===== config.mk =====
export PLATFORM = sky130hd
export DESIGN_NAME = csi_parameter_collector_unit
export DESIGN_NICKNAME = d
export VERILOG_FILES = /design/src/cpc_pkg.sv /design/src/cpc_ctrl.sv /design/src/cpc_datapath.sv /design/src/csi_parameter_collector_unit.sv
export SDC_FILE = /design/constraint.sdc
export NUM_CORES = 1
export LEC_CHECK = 0
export BUFFER_PORTS_ARGS = -buffer_cell sky130_fd_sc_hd__buf_2
export CORE_ASPECT_RATIO = 0.7
export CORE_MARGIN = 3
export CORE_UTILIZATION = 50
export DETAILED_ROUTE_END_ITERATION = 10
export GPL_TIMING_DRIVEN = 0
export PLACE_DENSITY_LB_ADDON = 0.12
export SYNTH_ARGS = -nofsm -noshare
export SYNTH_HDL_FRONTEND = slang
export SYNTH_SLANG_ARGS = --single-unit

===== constraint.sdc =====
create_clock -name clk -period 10.25 [get_ports clk]
set_input_delay 1.5375 -clock clk [delete_from_list [all_inputs] [get_ports clk]]
set_output_delay 1.5375 -clock clk [all_outputs]
set_load 0.02 [all_outputs]

===== src/cpc_pkg.sv =====
// Package for the CSI parameter collector: slot counts, widths, byte codes,
// the word and command/status structs, and the byte classifier.
// No dependencies.
package cpc_pkg;

	// Slot counts
	localparam int PARAM_SLOTS        = 4;
	localparam int SUB_SLOTS          = 4;
	localparam int INTERMEDIATE_SLOTS = 4;

	// Counter widths hold 0..SLOTS; index widths address one slot
	localparam int PCNT_W = $clog2(PARAM_SLOTS + 1);
	localparam int SCNT_W = $clog2(SUB_SLOTS + 1);
	localparam int ICNT_W = $clog2(INTERMEDIATE_SLOTS + 1);
	localparam int PIDX_W = (PARAM_SLOTS > 1) ? $clog2(PARAM_SLOTS) : 1;
	localparam int SIDX_W = (SUB_SLOTS > 1) ? $clog2(SUB_SLOTS) : 1;
	localparam int IIDX_W = (INTERMEDIATE_SLOTS > 1) ? $clog2(INTERMEDIATE_SLOTS) : 1;

	// Only the first four intermediates fit the summary word
	localparam int INTER_PACK = (INTERMEDIATE_SLOTS < 4) ? INTERMEDIATE_SLOTS : 4;

	// Value arithmetic
	localparam int            VALUE_W     = 21;
	localparam int            PROD_W      = 25;
	localparam int            DEC_BASE    = 10;
	localparam logic [VALUE_W-1:0] VALUE_LIMIT = 21'h10FFFF;
	localparam logic [VALUE_W-1:0] VALUE_SAT   = 21'h110000;

	// Byte codes
	localparam logic [7:0] BYTE_ESC   = 8'h1B;
	localparam logic [7:0] BYTE_CAN   = 8'h18;
	localparam logic [7:0] BYTE_SUB   = 8'h1A;
	localparam logic [7:0] BYTE_SEMI  = 8'h3B;
	localparam logic [7:0] BYTE_COLON = 8'h3A;

	// Record kinds
	localparam logic KIND_VALUE   = 1'b0;
	localparam logic KIND_SUMMARY = 1'b1;

	typedef enum logic [2:0] {
		BC_IGNORE,
		BC_DIGIT,
		BC_SEMI,
		BC_COLON,
		BC_INTER,
		BC_FINAL,
		BC_BAD,
		BC_CANCEL
	} byte_class_t;

	typedef enum logic {
		ST_IDLE,
		ST_EMIT
	} cpc_state_t;

	typedef struct packed {
		logic       new_sequence;
		logic [7:0] byte_req;
	} in_word_t;

	typedef struct packed {
		logic        record_kind;
		logic [1:0]  param_index;
		logic [1:0]  sub_index;
		logic [20:0] value;
		logic [7:0]  term_byte;
		logic [2:0]  param_count;
		logic [2:0]  intermediate_count;
		logic [31:0] intermediates;
		logic        had_subparams;
		logic        error;
		logic        escape_not_consumed;
		logic        last;
	} out_word_t;

	typedef struct packed {
		logic take;
		logic emit;
	} cpc_cmd_t;

	typedef struct packed {
		logic term;
		logic walk_done;
		logic slot_free;
	} cpc_status_t;

	function automatic byte_class_t classify(logic [7:0] b);
		byte_class_t c;
		c = BC_IGNORE;
		priority if (b >= 8'h30 && b <= 8'h39)
			c = BC_DIGIT;
		else if (b == BYTE_SEMI)
			c = BC_SEMI;
		else if (b == BYTE_COLON)
			c = BC_COLON;
		else if (b >= 8'h20 && b <= 8'h2F)
			c = BC_INTER;
		else if (b >= 8'h40 && b <= 8'h7E)
			c = BC_FINAL;
		else if ((b >= 8'h3C && b <= 8'h3F) || b >= 8'h80)
			c = BC_BAD;
		else if (b == BYTE_ESC || b == BYTE_CAN || b == BYTE_SUB)
			c = BC_CANCEL;
		else
			c = BC_IGNORE;
		return c;
	endfunction

endpackage


===== src/cpc_ctrl.sv =====
// Controller of the CSI parameter collector: takes bytes while idle and
// steps the record walk after a terminating byte. Depends on cpc_pkg.
module cpc_ctrl import cpc_pkg::*; (
	input  logic        clk,
	input  logic        arst_n,
	input  logic        in_valid,
	output logic        in_ready,
	input  cpc_status_t status,
	output cpc_cmd_t    cmd
);

	cpc_state_t state_q, state_d;

	always_comb begin
		in_ready = (state_q == ST_IDLE);
		cmd.take = in_valid && (state_q == ST_IDLE);
		cmd.emit = (state_q == ST_EMIT) && status.slot_free;
	end

	always_comb begin
		state_d = state_q;
		unique case (state_q)
			ST_IDLE: begin
				if (cmd.take && status.term)
					state_d = ST_EMIT;
			end
			ST_EMIT: begin
				// summary goes out on the step that finds the walk done
				if (status.slot_free && status.walk_done)
					state_d = ST_IDLE;
			end
			default: state_d = ST_IDLE;
		endcase
	end

	always_ff @(posedge clk or negedge arst_n) begin
		if (!arst_n)
			state_q <= ST_IDLE;
		else
			state_q <= state_d;
	end

endmodule


===== src/cpc_datapath.sv =====
// Datapath of the CSI parameter collector: accumulator, slot stores,
// record walk cursor and output register. Depends on cpc_pkg.
module cpc_datapath import cpc_pkg::*; (
	input  logic        clk,
	input  logic        arst_n,
	input  in_word_t    in_data,
	input  cpc_cmd_t    cmd,
	output cpc_status_t status,
	output logic        out_valid,
	input  logic        out_ready,
	output out_word_t   out_data
);

	// collection state
	logic [VALUE_W-1:0] acc_q;
	logic               ds_q;
	logic [PCNT_W-1:0]  pp_q;
	logic [SCNT_W-1:0]  sp_q;
	logic [ICNT_W-1:0]  ip_q;
	logic               sf_q;
	logic               err_q;
	logic [7:0]         fin_q;
	logic               esc_q;

	// stores
	logic [VALUE_W-1:0] value_q [PARAM_SLOTS][SUB_SLOTS];
	logic [SCNT_W-1:0]  cnt_q   [PARAM_SLOTS];
	logic [7:0]         inter_q [INTERMEDIATE_SLOTS];

	// walk cursor and output register
	logic [PCNT_W-1:0]  cur_p_q;
	logic [SIDX_W-1:0]  cur_s_q;
	logic               out_valid_q;
	out_word_t          out_q;

	// effective state after an optional new_sequence clear
	byte_class_t        cls;
	logic [VALUE_W-1:0] acc_b;
	logic               ds_b;
	logic [PCNT_W-1:0]  pp_b;
	logic [SCNT_W-1:0]  sp_b;
	logic [ICNT_W-1:0]  ip_b;
	logic               sf_b;
	logic               err_b;
	logic [PROD_W-1:0]  prod;
	logic               pos_full;

	logic [VALUE_W-1:0] acc_n;
	logic               ds_n;
	logic [PCNT_W-1:0]  pp_n;
	logic [SCNT_W-1:0]  sp_n;
	logic [ICNT_W-1:0]  ip_n;
	logic               sf_n;
	logic               err_n;
	logic [7:0]         fin_n;
	logic               esc_n;
	logic               st_we;
	logic               cnt_we;
	logic               inter_we;

	logic               walk_done;
	logic               s_last;
	logic [31:0]        packed_inter;
	out_word_t          rec;

	always_comb begin
		cls   = classify(in_data.byte_req);
		acc_b = in_data.new_sequence ? '0 : acc_q;
		ds_b  = in_data.new_sequence ? 1'b0 : ds_q;
		pp_b  = in_data.new_sequence ? '0 : pp_q;
		sp_b  = in_data.new_sequence ? '0 : sp_q;
		ip_b  = in_data.new_sequence ? '0 : ip_q;
		sf_b  = in_data.new_sequence ? 1'b0 : sf_q;
		err_b = in_data.new_sequence ? 1'b0 : err_q;

		prod = PROD_W'(acc_b) * PROD_W'(DEC_BASE) + PROD_W'(in_data.byte_req[3:0]);
		pos_full = (pp_b >= PCNT_W'(PARAM_SLOTS)) || (sp_b >= SCNT_W'(SUB_SLOTS));

		acc_n    = acc_b;
		ds_n     = ds_b;
		pp_n     = pp_b;
		sp_n     = sp_b;
		ip_n     = ip_b;
		sf_n     = sf_b;
		err_n    = err_b;
		fin_n    = fin_q;
		esc_n    = esc_q;
		st_we    = 1'b0;
		cnt_we   = 1'b0;
		inter_we = 1'b0;

		unique case (cls)
			BC_DIGIT: begin
				ds_n = 1'b1;
				if (acc_b >= VALUE_SAT) begin
					acc_n = VALUE_SAT;
				end else if (prod > PROD_W'(VALUE_LIMIT)) begin
					acc_n = VALUE_SAT;
					err_n = 1'b1;
				end else begin
					acc_n = prod[VALUE_W-1:0];
				end
			end
			BC_SEMI: begin
				if (pos_full) begin
					err_n = 1'b1;
				end else begin
					st_we  = 1'b1;
					cnt_we = 1'b1;
					pp_n   = pp_b + PCNT_W'(1);
					sp_n   = '0;
					acc_n  = '0;
					ds_n   = 1'b0;
				end
			end
			BC_COLON: begin
				if (pos_full) begin
					err_n = 1'b1;
				end else begin
					st_we = 1'b1;
					sp_n  = sp_b + SCNT_W'(1);
					acc_n = '0;
					ds_n  = 1'b0;
					sf_n  = 1'b1;
				end
			end
			BC_INTER: begin
				if (ip_b >= ICNT_W'(INTERMEDIATE_SLOTS)) begin
					err_n = 1'b1;
				end else begin
					inter_we = 1'b1;
					ip_n     = ip_b + ICNT_W'(1);
				end
			end
			BC_FINAL: begin
				// store the pending value as the last parameter
				if (ds_b) begin
					if (pos_full) begin
						err_n = 1'b1;
					end else begin
						st_we  = 1'b1;
						cnt_we = 1'b1;
						pp_n   = pp_b + PCNT_W'(1);
					end
				end
				fin_n = in_data.byte_req;
				esc_n = 1'b0;
			end
			BC_BAD: begin
				err_n = 1'b1;
			end
			BC_CANCEL: begin
				err_n = 1'b1;
				fin_n = in_data.byte_req;
				esc_n = (in_data.byte_req == BYTE_ESC);
			end
			BC_IGNORE: begin
			end
			default: begin
			end
		endcase
	end

	// walk: one value record per stored slot, then the summary
	always_comb begin
		walk_done = (cur_p_q >= pp_q);
		s_last    = ((SCNT_W'(cur_s_q) + SCNT_W'(1)) == cnt_q[cur_p_q[PIDX_W-1:0]]);

		packed_inter = '0;
		for (int k = 0; k < INTER_PACK; k++) begin
			if (ICNT_W'(k) < ip_q)
				packed_inter[8*k +: 8] = inter_q[k];
		end

		rec = '0;
		if (walk_done) begin
			rec.record_kind         = KIND_SUMMARY;
			rec.term_byte           = fin_q;
			rec.param_count         = 3'(pp_q);
			rec.intermediate_count  = 3'(ip_q);
			rec.intermediates       = packed_inter;
			rec.had_subparams       = sf_q;
			rec.error               = err_q;
			rec.escape_not_consumed = esc_q;
			rec.last                = 1'b1;
		end else begin
			rec.record_kind = KIND_VALUE;
			rec.param_index = 2'(cur_p_q);
			rec.sub_index   = 2'(cur_s_q);
			rec.value       = value_q[cur_p_q[PIDX_W-1:0]][cur_s_q];
		end

		status.term      = (cls == BC_FINAL) || (cls == BC_CANCEL);
		status.walk_done = walk_done;
		status.slot_free = !out_valid_q || out_ready;
	end

	// collection state and cursor
	always_ff @(posedge clk or negedge arst_n) begin
		if (!arst_n) begin
			acc_q   <= '0;
			ds_q    <= 1'b0;
			pp_q    <= '0;
			sp_q    <= '0;
			ip_q    <= '0;
			sf_q    <= 1'b0;
			err_q   <= 1'b0;
			fin_q   <= '0;
			esc_q   <= 1'b0;
			cur_p_q <= '0;
			cur_s_q <= '0;
		end else if (cmd.take) begin
			acc_q <= acc_n;
			ds_q  <= ds_n;
			pp_q  <= pp_n;
			sp_q  <= sp_n;
			ip_q  <= ip_n;
			sf_q  <= sf_n;
			err_q <= err_n;
			fin_q <= fin_n;
			esc_q <= esc_n;
		end else if (cmd.emit) begin
			if (walk_done) begin
				// summary out: clear accumulator, counters, flags and cursor for the next sequence
				acc_q   <= '0;
				ds_q    <= 1'b0;
				pp_q    <= '0;
				sp_q    <= '0;
				ip_q    <= '0;
				sf_q    <= 1'b0;
				err_q   <= 1'b0;
				cur_p_q <= '0;
				cur_s_q <= '0;
			end else if (s_last) begin
				cur_p_q <= cur_p_q + PCNT_W'(1);
				cur_s_q <= '0;
			end else begin
				cur_s_q <= cur_s_q + SIDX_W'(1);
			end
		end
	end

	// stores, written at the current slot
	always_ff @(posedge clk) begin
		if (cmd.take && st_we)
			value_q[pp_b[PIDX_W-1:0]][sp_b[SIDX_W-1:0]] <= acc_b;
		if (cmd.take && cnt_we)
			cnt_q[pp_b[PIDX_W-1:0]] <= sp_b + SCNT_W'(1);
		if (cmd.take && inter_we)
			inter_q[ip_b[IIDX_W-1:0]] <= in_data.byte_req;
	end

	// output register
	always_ff @(posedge clk or negedge arst_n) begin
		if (!arst_n)
			out_valid_q <= 1'b0;
		else if (cmd.emit)
			out_valid_q <= 1'b1;
		else if (out_ready)
			out_valid_q <= 1'b0;
	end

	always_ff @(posedge clk) begin
		if (cmd.emit)
			out_q <= rec;
	end

	assign out_valid = out_valid_q;
	assign out_data  = out_q;

endmodule


===== src/csi_parameter_collector_unit.sv =====
// Top level of the CSI parameter collector: controller plus datapath.
// Depends on cpc_pkg, cpc_ctrl and cpc_datapath.
//
//   channel  | direction | handshake            | word
//   ---------+-----------+----------------------+--------------------------------
//   in       | input     | in_valid / in_ready  | in_word_t  (new_sequence, byte)
//   out      | output    | out_valid / out_ready| out_word_t (value or summary)
//
// Flow: bytes that do not end the sequence are taken one per cycle while idle.
// A final byte, ESC, CAN or SUB is taken, then the record walk sends one record
// per cycle while out_ready is high: (stored values + 1) records, at most
// PARAM_SLOTS * SUB_SLOTS + 1. The walk over the value store sets that figure.
// Reset: arst_n clears the controller and all collection counters at once;
// the value store and sub-parameter counts hold nothing until written.
// Stalls: out_ready low freezes the walk; in_ready is low from the accept of a
// terminating byte until its summary word is loaded into the output register.
module csi_parameter_collector_unit import cpc_pkg::*; (
	input  logic      clk,
	input  logic      arst_n,
	input  logic      in_valid,
	output logic      in_ready,
	input  in_word_t  in_data,
	output logic      out_valid,
	input  logic      out_ready,
	output out_word_t out_data
);

	cpc_cmd_t    cmd;
	cpc_status_t status;

	// Sequence the byte intake and the record walk
	cpc_ctrl u_ctrl (
		.clk      (clk),
		.arst_n   (arst_n),
		.in_valid (in_valid),
		.in_ready (in_ready),
		.status   (status),
		.cmd      (cmd)
	);

	// Hold the accumulator, slot stores, cursor and output register
	cpc_datapath u_dp (
		.clk       (clk),
		.arst_n    (arst_n),
		.in_data   (in_data),
		.cmd       (cmd),
		.status    (status),
		.out_valid (out_valid),
		.out_ready (out_ready),
		.out_data  (out_data)
	);

endmodule


# After elaboration in Yosys (flattened, before gate mapping)
# Memories as Yosys holds them, arrays and structs flattened. A register that Yosys moved wholly into a read port is not among the register bits.
# Index checks and enable logic that the tools add are counted.
[classes]
n_addsub = 7
mul = 1
order_cmp = 22
n_eq_ne = 13
mux = 78
bitwise_logic = 4
reduce_logical = 40
[ops]
columns = ["op", "count"]
rows = [
  ["$mux 21", 10],
  ["$mux 84", 1],
  ["$mux 3", 23],
  ["$bmux 21 s2", 1],
  ["$demux 21 s2", 1],
  ["$pmux 21 s2", 1],
  ["$mux 1", 31],
  ["$add 25x4->25", 1],
  ["$gt 25x21->1 const B", 1],
  ["$eq 8x5->1 const B", 3],
  ["$ge 8x6->1 const B", 3],
  ["$le 8x6->1 const B", 3],
  ["$mul 21x3->24 const B", 1],
  ["$ge 21x21->1 const B", 1],
  ["$eq 8x6->1 const B", 2],
  ["$reduce_and 2->1", 8],
  ["$ge 3x3->1 const B", 5],
  ["$add 3x1->3 const B", 4],
  ["$eq 3x3->1 const B", 4],
  ["$logic_and 1x1->1", 12],
  ["$pmux 3 s2", 2],
  ["$pmux 1 s2", 5],
  ["$reduce_bool 2->1", 5],
  ["$ge 8x7->1 const B", 1],
  ["other kinds (19)", 36],
]
[totals]
reg_bits = 93
ram_bits = 380
inputBits = 13
n_memories = 3
[mem_list]
columns = ["name", "words", "word_bits", "read_ports", "rd_clocked_by_memory_dff", "write_ports", "line_no", "source"]
rows = [
  ["u_dp.value_q", 4, 84, 1, 0, 1, "cpc_datapath.sv:26", "logic [VALUE_W-1:0] value_q [PARAM_SLOTS][SUB_SLOTS];"],
  ["u_dp.inter_q", 4, 8, 4, 4, 1, "cpc_datapath.sv:28", "logic [7:0] inter_q [INTERMEDIATE_SLOTS];"],
  ["u_dp.cnt_q", 4, 3, 1, 0, 1, "cpc_datapath.sv:27", "logic [SCNT_W-1:0] cnt_q [PARAM_SLOTS];"],
]

# Depth between registers and ports, before layout
# Gate-level depths: netlist (run 1).
[depth]
ltp_word = 16
depth_mapped = 18

# Hierarchy
# From an unflattened synthesis (run 1), not the netlist that was laid out.
[unflattened]
cells_unflattened = 1264
area_unflattened_um2 = 21674.5
[by_module_without_submodules]
columns = ["module", "n_inst", "cells_each", "area_per_inst_um2"]
rows = [
  ["cpc_datapath", 1, 1258, 21618.2],
  ["cpc_ctrl", 1, 6, 56.3],
]

# Least setup slack after synthesis (run 1)
# OpenSTA, ideal clock, no wires.
[synth_path]
path_kind = "input -> register"
startpoint = "input port in_data[8] (netlist name)"
endpoint = "register u_dp.acc_q[12]"
setup_time_ns = 0.104
arrival_time_ns = 5.383
required_time_ns = 10.146
setup_slack_ns = 4.763
stages = 17
path_cell_list = "clkbuf_1 -> clkbuf_1 -> clkbuf_1 -> nor2b_1 -> ha_1 -> ha_1 -> buf_2 -> and3_1 -> nand3_1 -> a211oi_1 -> nor3_4 -> xnor2_1 -> nor3_1 -> nand4b_1 -> o21ai_4 -> buf_6 -> o41ai_2"
[synth_between]
elab_chain_cells = 8
elab_cells_between_ends = 15
cone_classes = "add/sub: 1; mul: 1; order compare: 4; mux: 8; reduce/logical: 1"
[synth_rtl]
columns = ["element", "line_no", "source"]
rows = [
  ["start, declared", "csi_parameter_collector_unit.sv:22", "input in_word_t in_data,"],
  ["$mux 21 (*)", "cpc_datapath.sv:68", "acc_b = in_data.new_sequence ? '0 : acc_q;"],
  ["net u_dp.acc_b[15]", "cpc_datapath.sv:38", "logic [VALUE_W-1:0] acc_b;"],
  ["$mul 21x3->24", "cpc_datapath.sv:76", "prod = PROD_W'(acc_b) * PROD_W'(DEC_BASE) + PROD_W'(in_data.byte_req[3:0]);"],
  ["$add 25x4->25", "cpc_datapath.sv:76", ""],
  ["$gt 25x21->1", "cpc_datapath.sv:97", "end else if (prod > PROD_W'(VALUE_LIMIT)) begin"],
  ["$mux 21", "cpc_datapath.sv:97", ""],
  ["$mux 21 (*)", "cpc_datapath.sv:95", "if (acc_b >= VALUE_SAT) begin"],
  ["$pmux 21 s2 (*)", "cpc_datapath.sv:92", "unique case (cls)"],
  ["$mux 21 (*)", "cpc_datapath.sv:212", "end else if (cmd.take) begin"],
  ["end signal, assigned", "cpc_datapath.sv:213", "acc_q <= acc_n;"],
  ["end, declared", "cpc_datapath.sv:15", "logic [VALUE_W-1:0] acc_q;"],
]
# The timed path passes the listed nets; every way through them passes the cells marked *.
# A chain may end at the register's enable or synchronous reset.

# Worst setup path after layout (run 1)
[layout_path]
startpoint = "input port in_data[8] (netlist name)"
endpoint = "register u_dp.acc_q[17]"
# Same word-level chain as after synthesis.

==> results of run 1 <==
==> sequential cells by signal, indices dropped and copies added (netlist names), 2 cells and up <==
| register | flops |
|---|---|
| u_dp.ip_q | 3 |
| u_dp.cur_s_q | 2 |
| u_dp.sp_q | 3 |
| u_dp.inter_q | 32 |
| u_dp.fin_q | 8 |
| u_dp.cur_p_q | 3 |
| u_dp.cnt_q | 12 |
| u_dp.out_data | 75 |
| u_dp.pp_q | 3 |
| u_dp.value_q | 336 |
| u_dp.acc_q | 21 |
==> cell usage in the layout, fill, tap and decap left out, types with 8 or more instances in the layout <==
master / n
sky130_fd_sc_hd__a21o_1: 10
sky130_fd_sc_hd__a21oi_1: 38
sky130_fd_sc_hd__and2_1: 71
sky130_fd_sc_hd__and3_1: 18
sky130_fd_sc_hd__and3_2: 16
sky130_fd_sc_hd__buf_1: 10
sky130_fd_sc_hd__buf_2: 95
sky130_fd_sc_hd__clkbuf_1: 55
sky130_fd_sc_hd__clkbuf_16: 49
sky130_fd_sc_hd__clkinv_1: 9
sky130_fd_sc_hd__dfrtp_1: 49
sky130_fd_sc_hd__edfxtp_1: 455
sky130_fd_sc_hd__ha_1: 47
sky130_fd_sc_hd__inv_1: 26
sky130_fd_sc_hd__mux4_2: 108
sky130_fd_sc_hd__nand2_1: 66
sky130_fd_sc_hd__nand2b_1: 12
sky130_fd_sc_hd__nand3_1: 21
sky130_fd_sc_hd__nor2_1: 56
sky130_fd_sc_hd__nor2b_1: 36
sky130_fd_sc_hd__nor2b_2: 8
sky130_fd_sc_hd__nor3_1: 10
sky130_fd_sc_hd__o21ai_0: 48
sky130_fd_sc_hd__o41ai_2: 18
sky130_fd_sc_hd__xnor2_1: 29
sky130_fd_sc_hd__xor2_1: 13
==> per-layer routing <==
layer | part of all wire | up-vias
met1 | 0.48 | 6277
met3 | 0.069 | 65
met2 | 0.43 | 440
met5 | 0 | -
met4 | 0.015 | 0
li1 | - | 5474
==> per-stage QoR <==
stage | power [mW] | cells | hold WS, ps
floorplan | 2.880 | 1325 | 434.9
global placement | 3.141 | 2000 | 454.2
detailed placement | 3.148 | 2001 | 453.6
CTS | 4.876 | 2088 | 468.2
global route | 5.009 | 2088 | 481.8
finish | 4.835 | 2088 | 472.0
==> cell type report <==
class,count,area [µm²]
multi-input combinational,730,6853
clock inverter,22,221.5
timing repair buffer,91,478.0
tap,585,732.0
buffer,63,291.5
sequential,504,14890
fill,3366,18090
clock buffer,65,1296
inverter,28,107.6
==> worst paths after layout <==
kind / slack, ps / end
max in group asynchronous: 8230 / u_dp.acc_q[17]
worst max register to register: 5130 / u_dp.out_data[6]
worst min-delay path: 470 / u_dp.acc_q[18]
worst min register to register: 470 / u_dp.acc_q[18]
worst max-delay path: 3500 / u_dp.acc_q[17]
min in group asynchronous: 1220 / u_dp.fin_q[6]
==> cell families (layout without fill, tap and decap cells) <==
| family | Yosys count | in the layout | share of synthesized area |
|---|---|---|---|
| XOR/XNOR | 43 | 43 | 0.01738 |
| multiplexers | 116 | 116 | 0.1140 |
| buffers and inverters | 91 | 269 | 0.01795 |
| AND/OR/NAND/NOR | 353 | 353 | 0.08877 |
| AO/OA/AOI/OAI | 169 | 169 | 0.06024 |
| adder cells (fa/ha/maj) | 49 | 49 | 0.02797 |
| flip-flops | 504 | 504 | 0.6737 |
==> where the power goes <==
group / total (mW) / internal (mW) / leakage, nW / switching [mW]
clock: 1.73 / 0.990 / 0.740 / 0.745
sequential: 2.30 / 2.29 / 4.83 / 0.0191
combinational: 0.796 / 0.335 / 3.07 / 0.460
total: 4.83 / 3.61 / 8.64 / 1.22
==> critical path, cell delays in order <==
cell and delay, ps:
sky130_fd_sc_hd__buf_2 140, sky130_fd_sc_hd__clkbuf_1 480, sky130_fd_sc_hd__clkbuf_1 630, sky130_fd_sc_hd__clkbuf_1 620
sky130_fd_sc_hd__nor2b_1 480, sky130_fd_sc_hd__ha_1 430, sky130_fd_sc_hd__ha_1 290, sky130_fd_sc_hd__buf_2 180
sky130_fd_sc_hd__a21oi_2 230, sky130_fd_sc_hd__o21ai_0 130, sky130_fd_sc_hd__a31o_1 220, sky130_fd_sc_hd__nor3_4 300
sky130_fd_sc_hd__xnor2_1 160, sky130_fd_sc_hd__nor3_1 400, sky130_fd_sc_hd__nand4b_1 250, sky130_fd_sc_hd__o21ai_4 170
sky130_fd_sc_hd__buf_6 200, sky130_fd_sc_hd__o41ai_2 320
==> run metrics, run 1 <==
number of port buffers=90; fraction of layout instances using a drive strength above 1=0.2322; number of setup violations in the final report=0; floorplan die height=181.9 µm; largest vdd supply drop=132.7 µV; Mapped Cells=1325; Worst R2R Start=u_dp.cur_p_q[0]; fraction of met2 tracks used by global routing=0.3246; maximum number of pins on one net before global-route repair=50; Hold Vio Cnt, Final=0; library cell with the largest summed area after synthesis=sky130_fd_sc_hd__edfxtp_1; Syn-to-layout area delta=12.53%; number of buffers created by CTS=48; met1 track utilization from global routing=0.3616; cell area after synthesis=22100 µm²; total wire length=51620 µm; DRC Markers=0; maximum level of the CTS H-tree=2; clock transition at the registers of the reported paths=60 ps; number of global-route vias before repair=12187; post-cts sizing count=0; number of iterations in the first detailed-routing pass=5; pre-CTS setup slack=2996 ps; Placed Area=23330 µm²; number of enable-type register cells in the synthesized netlist=455; power density relative to cell area=194.4 nW/µm²; CTS Hold Bufs=0; number of standard-cell rows in the floorplan=63; CP required=10690 ps; met3 Usage GRT=0.03917; cell with the most instances after synthesis=sky130_fd_sc_hd__edfxtp_1; post-synthesis cell type count=83; layout net count=1527; min setup slack post-route=3498 ps; result of the run=completed; antenna diode count=0; Die Footprint=46800 µm²; post-route cell area=24870 µm²; Max-cap violations=0; Top Usage Layer GRT=met1; CTS tree=done; worst setup path category=in2reg; cell types occupying the most area after synthesis=sky130_fd_sc_hd__edfxtp_1 (62%), sky130_fd_sc_hd__mux4_2 (11%), sky130_fd_sc_hd__dfrtp_1 (5.5%); commonest cells in the netlist=sky130_fd_sc_hd__edfxtp_1 (455), sky130_fd_sc_hd__mux4_2 (108), sky130_fd_sc_hd__and2_1 (71); startpoint types=primary input; start point of the worst min-delay path=u_dp.acc_q[18]; Sum Neg Setup Slack=0 ps; arrival time at the worst endpoint=7200 ps; area inside the core boundary=42960 µm²; final period demand of the worst path=6752 ps; initial core utilization=0.5144; Post-CTS Repair Setup Buffers=0; initial antenna violation count=0; Max Transition Viols Final=0; commonest register cell after synthesis=sky130_fd_sc_hd__edfxtp_1; highest net fanout along the worst path=17; Worst Hold Path Cells=2; GRT overflow=0; last weighted congestion value of the routability-driven placer=0.8519; endpoint kind of the worst setup timing path=flip-flop; half-perimeter wire length of the detailed placement result=33010 µm; final setup skew=18.42 ps; Chip Width=257.3 µm; final design utilization=0.5789; proportion of register bits with asynchronous set or reset after synthesis=0.09722; global-route usage over all layers=0.2245; Yosys warnings=0; path type of the worst min-delay path=reg2reg; number of cell instances on the worst register-to-register path=14; Period Utilization, post-route=0.6587; Slew @ Worst Pin=1351 ps; clock root cell=sky130_fd_sc_hd__clkbuf_16; number of sinks driven by the clock tree=504; Critical Path Start=in_data[8]; via density per instance=5.870; detailed router's first-iteration violation count=1222; share of Yosys cell area claimed by the top area cell type=0.6182; sequential cell area fraction in the yosys report=0.6737; leakage component of the power=8.637 nW; count of vias placed by the detailed router=12256; number of buffers on the longest clock path=3; tightest slew margin relative to the limit=0.09906; Post-DRT Antenna Nets=0; wire length per cell=24.72 µm; Top-Level Pins=91; Synth Net Count=1386; highest clock frequency the design can meet=0.1481 GHz; Clock Latency Late Sink=560 ps; wire length of the first global-routing pass=78490 µm; unrepaired setup endpoints after global routing=no; per-instance average area after synthesis=16.68 µm²; synthesized flop and latch total=504
Power figures use the tool's default switching activity.
==> inputs of run 2 (changes only) <==
--- a/config.mk
+++ b/config.mk
@@ -5,6 +5,7 @@
 export SDC_FILE = /design/constraint.sdc
 export NUM_CORES = 1
 export LEC_CHECK = 0
+export ABC_AREA = 1
 export BUFFER_PORTS_ARGS = -buffer_cell sky130_fd_sc_hd__buf_2
 export CORE_ASPECT_RATIO = 0.7
 export CORE_MARGIN = 3
==> constraint.sdc (replaced) <==
create_clock -name clk -period 5.8 [get_ports clk]
set_input_delay 0.87 -clock clk [delete_from_list [all_inputs] [get_ports clk]]
set_output_delay 0.87 -clock clk [all_outputs]
set_load 0.02 [all_outputs]
==> run 2 against run 1 <==
  * Count of clock-buffer cells in the layout rose by 3
  * Global-route usage grew 4.8 points
  * Clock power rose by 75%
==> run metrics, run 2 <==
result of the run=completed; endpoint kind of the worst setup timing path=flip-flop; number of port buffers=90; Max Transition Viols Final=0; leakage component of the power=10.12 nW; number of iterations in the first detailed-routing pass=5; Post-DRT Antenna Nets=0; wire length of the first global-routing pass=99650 µm; Die Footprint=48580 µm²; DRC Markers=0; pre-CTS setup slack=-349.3 ps; Finished Layout Cells=2970; cell types occupying the most area after synthesis=sky130_fd_sc_hd__edfxtp_1 (59%), sky130_fd_sc_hd__nand2_1 (6.0%), sky130_fd_sc_hd__nor2_1 (5.9%); startpoint types=primary input; area inside the core boundary=45220 µm²; largest vdd supply drop=240.0 µV; fraction of layout instances using a drive strength above 1=0.1010; sum of internal, switching and leakage power=10.36 mW; Clock Latency Late Sink=580 ps; Top-Level Pins=91; highest net fanout along the worst path=20; power density relative to cell area=399.3 nW/µm²; cell area after synthesis=22960 µm²; Period Utilization, post-route=0.9358; GRT overflow=0; top library cells by usage in the layout, fill and taps aside=sky130_fd_sc_hd__edfxtp_1 (455), sky130_fd_sc_hd__nand2_1 (369), sky130_fd_sc_hd__nor2_1 (337), sky130_fd_sc_hd__o21ai_0 (237), sky130_fd_sc_hd__inv_1 (215); count of vias placed by the detailed router=17248; Chip Width=262.2 µm; total wire length=65900 µm; Syn-to-layout area delta=12.94%; CP required=6240 ps; commonest cells in the netlist=sky130_fd_sc_hd__edfxtp_1 (455), sky130_fd_sc_hd__nand2_1 (369), sky130_fd_sc_hd__nor2_1 (361); wire length per cell=22.19 µm; per-instance average area after synthesis=10.53 µm²; max FFs per register=336; arrival time at the worst endpoint=5870 ps; layout net count=2391; tightest slew margin relative to the limit=0.08137; global-route usage over all layers=0.2729; final setup skew=30.40 ps; CTS tree=done; highest clock frequency the design can meet=0.1842 GHz; commonest register cell after synthesis=sky130_fd_sc_hd__edfxtp_1; number of enable-type register cells in the synthesized netlist=455; post-synthesis cell type count=47; initial antenna violation count=0; final design utilization=0.5736; Slew @ Worst Pin=1373 ps; Sum Neg Setup Slack=0 ps; antenna diode count=0; Hold Vio Cnt, Final=0; path type of the worst min-delay path=reg2reg; initial core utilization=0.5079; number of buffers on the longest clock path=3; number of global-route vias before repair=16097; clock transition at the registers of the reported paths=60 ps; share of Yosys cell area claimed by the top area cell type=0.5950; worst setup path category=in2reg; via density per instance=5.807; proportion of register bits with asynchronous set or reset after synthesis=0.09722; number of standard-cell rows in the floorplan=65; library cell with the largest summed area after synthesis=sky130_fd_sc_hd__edfxtp_1; Placed Area=24440 µm²; cell count after placement=2883; half-perimeter wire length of the detailed placement result=46630 µm; min setup slack post-route=372.1 ps; clock root cell=sky130_fd_sc_hd__clkbuf_16; Min Hold Slack=481.0 ps; number of setup violations in the final report=0; Max-cap violations=0; number of buffers created by CTS=48; detailed router's first-iteration violation count=2513; Yosys warnings=0; floorplan die height=185.3 µm; maximum number of pins on one net before global-route repair=54; last weighted congestion value of the routability-driven placer=0.9278; cell with the most instances after synthesis=sky130_fd_sc_hd__edfxtp_1; final period demand of the worst path=5428 ps; post-route cell area=25940 µm²; Mapped Cells=2181; maximum level of the CTS H-tree=2; sequential cell area fraction in the yosys report=0.6484; number of sinks driven by the clock tree=504; CTS Hold Bufs=0; synthesized flop and latch total=504; unrepaired setup endpoints after global routing=no; leading cell type in the layout, fill and taps excluded=sky130_fd_sc_hd__edfxtp_1; Synth Net Count=2242
## run 2: worst max-delay path, stage by stage
cell                       delay, ps
sky130_fd_sc_hd__buf_2           170
sky130_fd_sc_hd__clkbuf_1        640
sky130_fd_sc_hd__clkbuf_2        520
sky130_fd_sc_hd__nor2_4          230
sky130_fd_sc_hd__inv_1           120
sky130_fd_sc_hd__nor2_1           70
sky130_fd_sc_hd__ha_1            290
sky130_fd_sc_hd__fa_1            510
sky130_fd_sc_hd__nand2_2         120
sky130_fd_sc_hd__nand2_1          90
sky130_fd_sc_hd__nand3_1         100
sky130_fd_sc_hd__nand2_1         120
sky130_fd_sc_hd__nand2_1         100
sky130_fd_sc_hd__nand2_2          80
sky130_fd_sc_hd__nor2_4          170
sky130_fd_sc_hd__nand3_1         130
sky130_fd_sc_hd__nor2_1          320
sky130_fd_sc_hd__nand3_1         200
sky130_fd_sc_hd__xor2_1          260
sky130_fd_sc_hd__nand2_1         130
sky130_fd_sc_hd__nand2_2         140
sky130_fd_sc_hd__buf_6           180
sky130_fd_sc_hd__nor2_2           40
sky130_fd_sc_hd__o21bai_1        170
sky130_fd_sc_hd__nand2_1          70
## run 2: area by class of cell
class | count | area, µm²
Inverter | 227 | 854.6
Multi-Input combinational cell | 1360 | 6980
Fill cell | 3831 | 19280
Clock buffer | 68 | 1286
Buffer | 90 | 359.1
Tap cell | 603 | 754.5
Clock inverter | 19 | 176.4
Timing Repair Buffer | 99 | 635.6
Sequential cell | 504 | 14890
## run 2: what timing repair did
item                                    in CTS  in global routing
setup buffers                                0                  0
gates resized for setup                      0                  9
endpoints found under the setup margin       0                 22
hold endpoints to repair                     0                  0
## run 2: cell families (layout without fill, tap and decap cells)
family,count (synthesis),count (layout),share of synthesized area
fa+ha+maj,48,48,0.02648
simple gates,913,913,0.1645
buf+inv,317,503,0.05269
flops,504,504,0.6484
xor+xnor,11,11,0.004523
compound gates,388,388,0.1034
## run 2: metal layers
metal	wire [µm]	up-vias	track usage
met2	26970	873	0.3828
met4	971	0	0.05133
li1	-	7872	-
met5	0	-	0
met3	7119	75	0.05016
met1	30850	8428	0.4422
## run 2: path summary, 6_finish.rpt
kind | from | to | slack, ps | depth (start not counted)
max | in_data[8] | u_dp.acc_q[15] | 370 | 25
min | u_dp.acc_q[17] | u_dp.acc_q[17] | 480 | 2
max reg2reg | u_dp.cur_p_q[0] | u_dp.out_data[6] | 550 | 11
min reg2reg | u_dp.acc_q[17] | u_dp.acc_q[17] | 480 | 2
max in group asynchronous | arst_n | u_dp.fin_q[1] | 4460 | 1
min in group asynchronous | arst_n | u_dp.acc_q[3] | 560 | 1
## run 2: power breakdown
group	internal (mW)	leakage, nW	switching (mW)
registers	4.29	4.85	0.0886
clock network	1.68	0.705	1.34
logic	0.732	4.56	2.23
total	6.70	10.1	3.66
